### config.mk
export PLATFORM = sky130hd
export DESIGN_NAME = tst_merge
export DESIGN_NICKNAME = d
export VERILOG_FILES = /design/src/tst_pkg.sv /design/src/tst_merge.sv
export SDC_FILE = /design/constraint.sdc
export NUM_CORES = 1
export LEC_CHECK = 0
export BUFFER_PORTS_ARGS = -buffer_cell sky130_fd_sc_hd__buf_2
export CORE_AREA = 2 2 39 41
export DETAILED_ROUTE_END_ITERATION = 10
export DIE_AREA = 0 0 41 43
export GPL_TIMING_DRIVEN = 0
export SETUP_SLACK_MARGIN = 0.1
export SYNTH_ARGS = -nofsm -noshare
export SYNTH_HDL_FRONTEND = slang
export SYNTH_SLANG_ARGS = --single-unit
export TNS_END_PERCENT = 20
### constraint.sdc
create_clock -name vclk -period 3.1
set_clock_uncertainty 0.05 [all_clocks]
set_input_delay 0.62 -clock vclk [all_inputs]
set_output_delay 0.62 -clock vclk [all_outputs]
set_load 0.02 [all_outputs]
### src/tst_pkg.sv
// Shared types, constants and address helpers for the taint shadow tracker.
// Depends on nothing; every other file imports it.
`default_nettype none

package tst_pkg;

  // Shadow window and register file size
  localparam int unsigned ADDR_BITS = 16;
  localparam int unsigned REG_COUNT = 16;

  // Byte lanes: one per byte of the widest access
  localparam int unsigned LANES     = 8;
  localparam int unsigned LANE_BITS = $clog2(LANES);
  localparam int unsigned ROW_BITS  = ADDR_BITS - LANE_BITS;
  localparam int unsigned ROWS      = 1 << ROW_BITS;
  localparam int unsigned REG_IDX_W = $clog2(REG_COUNT);

  // Fixed field widths of the request beats
  localparam int unsigned TYPE_W  = 4;
  localparam int unsigned BYTES_W = 4;
  localparam int unsigned REG_W   = 4;
  localparam int unsigned MEM_W   = 16;

  typedef logic [ADDR_BITS-1:0] addr_t;
  typedef logic [ROW_BITS-1:0]  row_t;
  typedef logic [LANE_BITS-1:0] lane_t;
  typedef logic [BYTES_W-1:0]   bytes_t;

  typedef enum logic [TYPE_W-1:0] {
    REQ_MON_RESET  = 4'd0,
    REQ_REG_READ   = 4'd1,
    REQ_REG_WRITE  = 4'd2,
    REQ_HOST_LOAD  = 4'd3,
    REQ_HOST_STORE = 4'd4,
    REQ_GUEST_LOAD = 4'd5,
    REQ_GUEST_STORE = 4'd6,
    REQ_MARK       = 4'd7,
    REQ_NEXT_BLOCK = 4'd8,
    REQ_MARK_BLOCK = 4'd9,
    REQ_BRANCH     = 4'd10,
    REQ_CLEAR      = 4'd11
  } req_type_e;

  typedef enum logic [1:0] {
    ST_CLEAR,
    ST_IDLE,
    ST_EXEC
  } state_e;

  // Command to one byte lane
  typedef struct packed {
    logic rd;
    logic wr_guest;
    logic wr_host;
    logic wdata;
    row_t row;
  } lane_req_t;

  // Registered read data of one byte lane
  typedef struct packed {
    logic guest;
    logic host;
  } lane_rsp_t;

  // Row seen by lane k: lanes below the start lane belong to the next row
  function automatic row_t lane_row(addr_t a, lane_t k);
    lane_t lo;
    row_t  r;
    lo = a[LANE_BITS-1:0];
    r  = a[ADDR_BITS-1:LANE_BITS];
    return (k >= lo) ? r : row_t'(r + 1'b1);
  endfunction

  // Lane k is touched when its distance from the start lane is below the count
  function automatic logic lane_hit(addr_t a, bytes_t n, lane_t k);
    lane_t d;
    d = lane_t'(k - a[LANE_BITS-1:0]);
    return BYTES_W'(d) < n;
  endfunction

endpackage

`default_nettype wire

### src/tst_merge.sv
// Merge stage: ORs the taint of the touched lanes of the selected shadow.
// Depends on tst_pkg.
`default_nettype none

module tst_merge (
  input  tst_pkg::lane_rsp_t            rsp_i [tst_pkg::LANES],
  input  logic [tst_pkg::LANES-1:0]     hit_i,
  input  logic                          sel_host_i,
  output logic                          seen_o
);
  import tst_pkg::*;

  // Reduce over lanes
  always_comb begin
    seen_o = 1'b0;
    for (int k = 0; k < LANES; k++) begin
      if (hit_i[k]) begin
        seen_o = seen_o | (sel_host_i ? rsp_i[k].host : rsp_i[k].guest);
      end
    end
  end

endmodule

`default_nettype wire
Yosys cells after proc, flatten, opt, wreduce, memory -nomap -nowiden
Cells that the tools add are included.
- bits in registers: 0
- input port bits: 25
- output and inout bits: 1
- word-level logic and storage cells: 23
- muxes and demuxes: 16
- bitwise operators: 7
- operator list (kind ; count):
    $mux W1 ; 16
    $or A1 B1 Y1 ; 7

Logic depth before layout (Yosys ltp)
Gate-level depths: netlist of run 1.
- depth in word-level cells: 16
- depth in mapped cells: 4

Worst setup path after synthesis of run 1
No wires, ideal clock.
- kind: input-to-output
- start: input sel_host_i
- end: output seen_o
- arrival: 1.459 ns
- path slack: 0.971 ns
- cell stages on the path: 4
- buffers on the path: 1
- cell sequence: buf_6 mux2_1 a22oi_1 nand4_1
- word-level cells in the longest chain between the ends: 16
- elaborated cells between the ends (all ways): 23
- classes of those cells: mux: 16; bitwise: 7
- ends and longest elaborated chain (what ; RTL line ; text):
    start, declared ; tst_merge.sv:8 ; input logic sel_host_i,
    $mux W1 ; tst_merge.sv:18 ; seen_o = seen_o | (sel_host_i ? rsp_i[k].host : rsp_i[k].guest);
    $mux W1 ; tst_merge.sv:17 ; if (hit_i[k]) begin
    $or A1 B1 Y1 ; tst_merge.sv:18 ;
    $mux W1 ; tst_merge.sv:17 ;
    $or A1 B1 Y1 ; tst_merge.sv:18 ;
    $mux W1 ; tst_merge.sv:17 ;
    $or A1 B1 Y1 ; tst_merge.sv:18 ;
    $mux W1 ; tst_merge.sv:17 ;
    $or A1 B1 Y1 ; tst_merge.sv:18 ;
    $mux W1 ; tst_merge.sv:17 ;
    $or A1 B1 Y1 ; tst_merge.sv:18 ;
    $mux W1 ; tst_merge.sv:17 ;
    $or A1 B1 Y1 ; tst_merge.sv:18 ;
    $mux W1 ; tst_merge.sv:17 ;
    $or A1 B1 Y1 ; tst_merge.sv:18 ;
    $mux W1 * ; tst_merge.sv:17 ;
    end, declared ; tst_merge.sv:9 ; output logic seen_o
Every way passes the cells marked *; elsewhere a longest branch is shown, timed or not.

Worst setup path in the final report of run 1
Ends and elaborated chain as after synthesis.

==> results of run 1 <==
-- where the power goes --
group	internal, mW	switching [mW]	leakage [nW]
clock network	0	0	0
registers	0	0	0
logic	0.0214	0.0103	0.146
total	0.0214	0.0103	0.146
-- cells by family (layout without fill, tap and decap cells) --
family | Yosys count | in the layout | share of synthesized area
AO/OA/AOI/OAI | 4 | 4 | 0.2182
buffers and inverters | 1 | 26 | 0.08181
multiplexers | 8 | 8 | 0.6545
AND/OR/NAND/NOR | 1 | 1 | 0.04548
-- synth_stat cells --
| cell type | number | area share |
|---|---|---|
| mux2_2 | 5 | 0.41 |
| a22oi_1 | 4 | 0.22 |
| mux2_1 | 3 | 0.25 |
| buf_6 | 1 | 0.082 |
| nand4_1 | 1 | 0.045 |
-- routing by layer --
layer	vias to the layer above	track usage	part of all wire
met5	-	0	0
met4	0	0	0
met3	0	0	0.19
met2	15	0.1188	0.52
met1	92	0.02532	0.28
li1	109	-	-
-- worst max-delay path: cells and delay by family --
kind	cells	cell delay [ps]
AND/OR/NAND/NOR	1	110
multiplexers	1	320
AO/OA/AOI/OAI	1	210
buffers and inverters	2	280
-- final cells by class --
class / instances / area [sq um] / share of cell area
multi-input cells: 13 / 126.4 / 0.4469
repair buffers: 25 / 125.1 / 0.4425
plain buffers: 1 / 11.26 / 0.03982
well taps: 16 / 20.02 / 0.07080
-- how the worst min path moves through the flow --
stage	endpoint	slack, ps	depth (start not counted)	from
after floorplan	seen_o	1410	2	hit_i[1]
final	seen_o	1540	4	hit_i[1]
after global placement	seen_o	1540	4	hit_i[1]
after global routing	seen_o	1560	4	hit_i[1]
after CTS	seen_o	1550	4	hit_i[1]
after detailed placement	seen_o	1550	4	hit_i[1]
==> summary.txt, run 1 <==
GRT
  • First-pass GRT wire length: 621 microns
  • Grt ovf: 0
  • Pin count of the biggest net entering global routing: 9
  • Initial antenna violation count: 0
  • Vias in the first global route: 203
  • GRT Total Usage: 0.04595

Route
  • Detail Route Antenna Nets: 0
  • Routed len/inst: 8.000 microns
  • DR pass1 iterations: 1
  • Final WL: 440 microns
  • Vias: 216
  • Initial DRC Count: 0
  • Vias per inst: 3.927
  • DRC errors left: 0

Cells and area
  • Nets@finish: 66
  • FILL cells: 164
  • Most frequent cells in the layout: buf_2, mux2_2, a22oi_1, mux2_1
  • Final instance area: 282.8 sq um
  • Number of diodes: 0
  • Share of cells above drive strength 1: 0.7949
  • Storage element area: 0 sq um
  • Fin cells: 55
  • FFs & Latches: 0
  • Clk_buf instances: 0
  • Commonest non-fill, non-tap cell in the layout: buf_2
  • Area grow syn2layout: 105.5%
  • Util after Layout: 0.2043

STA
  • Worst rel slew slack: 0.8773
  • Finish-stage setup viols: 0
  • Minimum clock period: 2198 ps
  • Slew @ Worst Pin: 184.1 ps
  • Final hold slack: 1542 ps
  • Period utilization: 0.7091
  • Fmax: 0.4549 GHz
  • Worst setup margin: 901.6 ps
  • Setup_tns: 0 ps
  • Final slew viol count: 0
  • Unrepaired setup endpoints after global routing: false
  • Fin. Hold Viols: 0

Pwr
  • Total power draw: 31.75 uW
  • Max VDD drop: 0.01326 mV
  • Pwr dens: 112.3 mW/mm^2
  • Leakage power: 0.1459 nW

CTS
  • Setup repair bufs after CTS: 0
  • CTS Hold Buffers Added: 0
  • Post-CTS Resized: 0

Die
  • Full die area: 0.001763 sq mm
  • Row count: 14
  • Core area: 0.001384 sq mm
  • Die W: 41 microns
  • Starting Density: 0.09946
  • I/O Pins: 26
  • Die Ht: 43 microns

Logic synthesis
  • YS warnings: 0
  • Syn_nets: 39
  • Sequential area share after synthesis: 0
  • Mean Syn Cell Area: 9.831 sq um
  • Cell count after synthesis: 14
  • Library cells used by synthesis: 5
  • Area of the mapped netlist: 137.6 sq um

Worst setup path
  • Slowest CP cell: mux2_1
  • Crit path launch type: primary input
  • CP max FO: 8
  • CP cell instances: buf_6 -> mux2_1 -> a22oi_1 -> nand4_1 -> buf_2
  • Setup crit end: seen_o
  • CP endpoint kind: output port
  • Crit path DAT: 1530 ps
  • Critical Path RT: 2430 ps
  • Critical path type: primary input to output port
  • Worst stage delay on the critical path: 320 ps
  • Worst Setup SP: sel_host_i

Place
  • Placed cell count: 55
  • PortBufs: 25
  • Placement Cell Area: 282.8 sq um
  • Pre-CTS WS: 873.5 ps
  • RD Place Congestion: 0.4442

Job
  • Max-cap violation count: 0

Worst hold path
  • Hold Crit Class: primary input to output port

Run status
  • Status: complete, no violations
Power figures use the tool's default switching activity.
==> run 2: changes to the inputs <==
--- a/config.mk
+++ b/config.mk
@@ -5,6 +5,7 @@
 export SDC_FILE = /design/constraint.sdc
 export NUM_CORES = 1
 export LEC_CHECK = 0
+export ABC_AREA = 1
 export BUFFER_PORTS_ARGS = -buffer_cell sky130_fd_sc_hd__buf_2
 export CORE_AREA = 2 2 39 41
 export DETAILED_ROUTE_END_ITERATION = 10
==> constraint.sdc (replaced) <==
create_clock -name vclk -period 2.29
set_clock_uncertainty 0.05 [all_clocks]
set_input_delay 0.458 -clock vclk [all_inputs]
set_output_delay 0.458 -clock vclk [all_outputs]
set_load 0.02 [all_outputs]
==> run 2 against run 1 <==
Die area unchanged. Design area increased by 27%. Setup slack got worse by 260 ps. Count of clock-buffer cells in the layout unchanged. Critical path depth increased by 3. Sequential cell count unchanged. Power increased by 66%. Via count increased by 54%. Synthesized cell count increased to 3.5 times the previous value. Sequential share of layout area unchanged. Combinational power increased by 66%. Critical path type unchanged. Critical endpoint unchanged. Largest power group unchanged. Highest routed layer unchanged.
==> summary.txt, run 2 <==
Worst setup path
  • CP top delay family: buffers and inverters
  • Worst Setup SP: sel_host_i
  • CP dominant cell by count: nand2_1
  • Slowest CP cell: buf_2
  • Setup crit end: seen_o
  • CP bufs+invs: 3 (+1)
  • Worst stage delay on the critical path: 150 ps (-170 ps)
  • CP max FO: 9 (+1)
  • Crit path launch type: primary input
  • CP endpoint kind: output port
  • Critical Path RT: 1780 ps (-650 ps)
  • Crit path depth: 8 (+3)
  • Crit path DAT: 1140 ps (-390 ps)
  • CP cell instances: buf_6 -> inv_8 -> nand2_1 -> nand3_1 -> nand2_1 -> nor2_1 -> nand2_1 -> buf_2
  • Critical path type: primary input to output port

Place
  • Final HPWL DP: 513.5 microns
  • RD Place Congestion: 0.5650 (+27%)
  • Placed cell count: 90 (+64%)
  • PortBufs: 25 (unchanged)
  • Pre-CTS WS: 634.5 ps (-238.9 ps)
  • Placement Cell Area: 359.1 sq um (+27%)

Cells and area
  • Area grow syn2layout: 67.84%
  • FFs & Latches: 0 (unchanged)
  • Share of cells above drive strength 1: 0.4324 (-0.3624)
  • Nets@finish: 101 (+53%)
  • Most frequent cells in the layout: buf_2, nand2_1, inv_1, nand3_1, inv_2
  • Number of diodes: 0 (unchanged)
  • Final instance area: 359.1 sq um (+27%)
  • Fin cells: 90 (+64%)
  • Clk_buf instances: 0 (unchanged)
  • Commonest non-fill, non-tap cell in the layout: buf_2
  • Storage element area: 0 sq um (unchanged)

GRT
  • Initial antenna violation count: 0 (unchanged)
  • GRT Total Usage: 0.06294 (+0.01698)
  • First-pass GRT wire length: 821 microns (+32%)
  • Vias in the first global route: 250 (+23%)
  • Grt ovf: 0 (unchanged)
  • Pin count of the biggest net entering global routing: 10 (+1)

Logic synthesis
  • Synth area leaders: nand2_1, inv_1, nand3_1
  • Post-synth top area share: 0.3684 (-0.04067)
  • Cell count after synthesis: 49 (+35)
  • Post-synth top cells: nand2_1, inv_1, nand3_1, inv_2, nor2_1
  • Library cells used by synthesis: 8 (+3)
  • Syn_nets: 74 (+90%)
  • Mean Syn Cell Area: 4.366 sq um (-56%)
  • Synth area leader: nand2_1
  • Most common cell in the synthesized netlist: nand2_1
  • YS warnings: 0 (unchanged)
  • Sequential area share after synthesis: 0 (unchanged)
  • Area of the mapped netlist: 214.0 sq um (+55%)

Pwr
  • Max VDD drop: 0.05721 mV (+330%)
  • Internal: 28.00 uW (+31%)
  • NetSw: 24.87 uW (+140%)
  • Sw frac: 0.4704 (+0.1455)
  • Leakage power: 0.2647 nW (+82%)
  • Comb pwr share: 1.000 (about the same)
  • Sequential cell fraction of total power: 0 (unchanged)
  • Total power draw: 52.86 uW (+66%)
  • Pwr dens: 147.2 mW/mm^2 (+31%)
  • Clk pwr share: 0 (unchanged)

STA
  • Finish-stage setup viols: 0 (unchanged)
  • Unrepaired setup endpoints after global routing: false
  • Setup_tns: 0 ps (unchanged)
  • Fin. Hold Viols: 0 (unchanged)
  • Worst rel slew slack: 0.9310 (+0.05375)
  • Slew @ Worst Pin: 103.1 ps (-81.00 ps)
  • Worst setup margin: 644.3 ps (-257.4 ps)
  • Fmax: 0.6076 GHz
  • Minimum clock period: 1646 ps
  • Period utilization: 0.7187
  • Final slew viol count: 0 (unchanged)

Route
  • DRC errors left: 0 (unchanged)
  • DR pass1 iterations: 1 (unchanged)
  • Vias: 332 (+54%)
  • Initial DRC Count: 0 (unchanged)
  • Detail Route Antenna Nets: 0 (unchanged)
  • Routed len/inst: 6.600 microns (-18%)
  • Final WL: 594 microns (+35%)
  • Vias per inst: 3.689 (-6.1%)

Worst hold path
  • Hold Crit Class: primary input to output port

CTS
  • Setup repair bufs after CTS: 0 (unchanged)
  • CTS Hold Buffers Added: 0 (unchanged)
  • Post-CTS Resized: 0 (unchanged)

Die
  • Row count: 14 (unchanged)
  • Starting Density: 0.1546 (+0.05515)
  • I/O Pins: 26 (unchanged)
  • Die W: 41 microns (unchanged)
  • Full die area: 0.001763 sq mm (unchanged)
  • Core area: 0.001384 sq mm (unchanged)
  • Die Ht: 43 microns (unchanged)

Job
  • Max-cap violation count: 0 (unchanged)

Run status
  • Status: complete, no violations
## run 2: cell types whose count changed after synthesis, sizes merged
cell   before  now
a22oi       4    0
inv         0   17
mux2        8    0
nand2       0   21
nand3       0    8
nand4       1    0
nor2        0    2
## run 2: metal layers
metal,share of wire,track usage,up-vias
met5,0,0,-
met4,0,0,0
met3,0.088,0,0
met2,0.46,0.1219,16
met1,0.45,0.07595,127
li1,-,-,189
## run 2: cell families (layout without fill, tap and decap cells)
logic type    Yosys count  after routing  share of synthesized area
buf+inv                18             43                     0.3859
simple gates           31             31                     0.6141
## run 2: final cells by class
type,count,area [sq um]
inverter,17,71.32
buffer,1,11.26
timing repair buffer,25,125.1
tap,16,20.02
fill,156,1025
multi-input combinational,31,131.4
## run 2: stage by stage
step / utilization / hold WS [ps]
after floorplan: - / 1153
after global placement: 0.2595 / 1297
after detailed placement: 0.2595 / 1299
after CTS: 0.2595 / 1299
after global routing: 0.2595 / 1322
final: 0.2595 / 1291
## run 2: how the worst min path moves through the flow
stage             end  depth (start not counted)  slack, ps  startpoint
2_1_floorplan  seen_o                          4       1150    hit_i[2]
3_3_place_gp   seen_o                          6       1300    hit_i[0]
3_5_place_dp   seen_o                          6       1300    hit_i[0]
4_1_cts        seen_o                          6       1300    hit_i[0]
5_1_grt        seen_o                          6       1320    hit_i[5]
6_report       seen_o                          6       1290    hit_i[0]
## run 2: power by group through the flow
stage / Sequential (mW) / Clock, mW / Combinational [mW]
2_1_floorplan: 0 / 0 / 0.0287
3_3_place_gp: 0 / 0 / 0.0533
3_5_place_dp: 0 / 0 / 0.0540
4_1_cts: 0 / 0 / 0.0543
5_1_grt: 0 / 0 / 0.0604
6_report: 0 / 0 / 0.0529
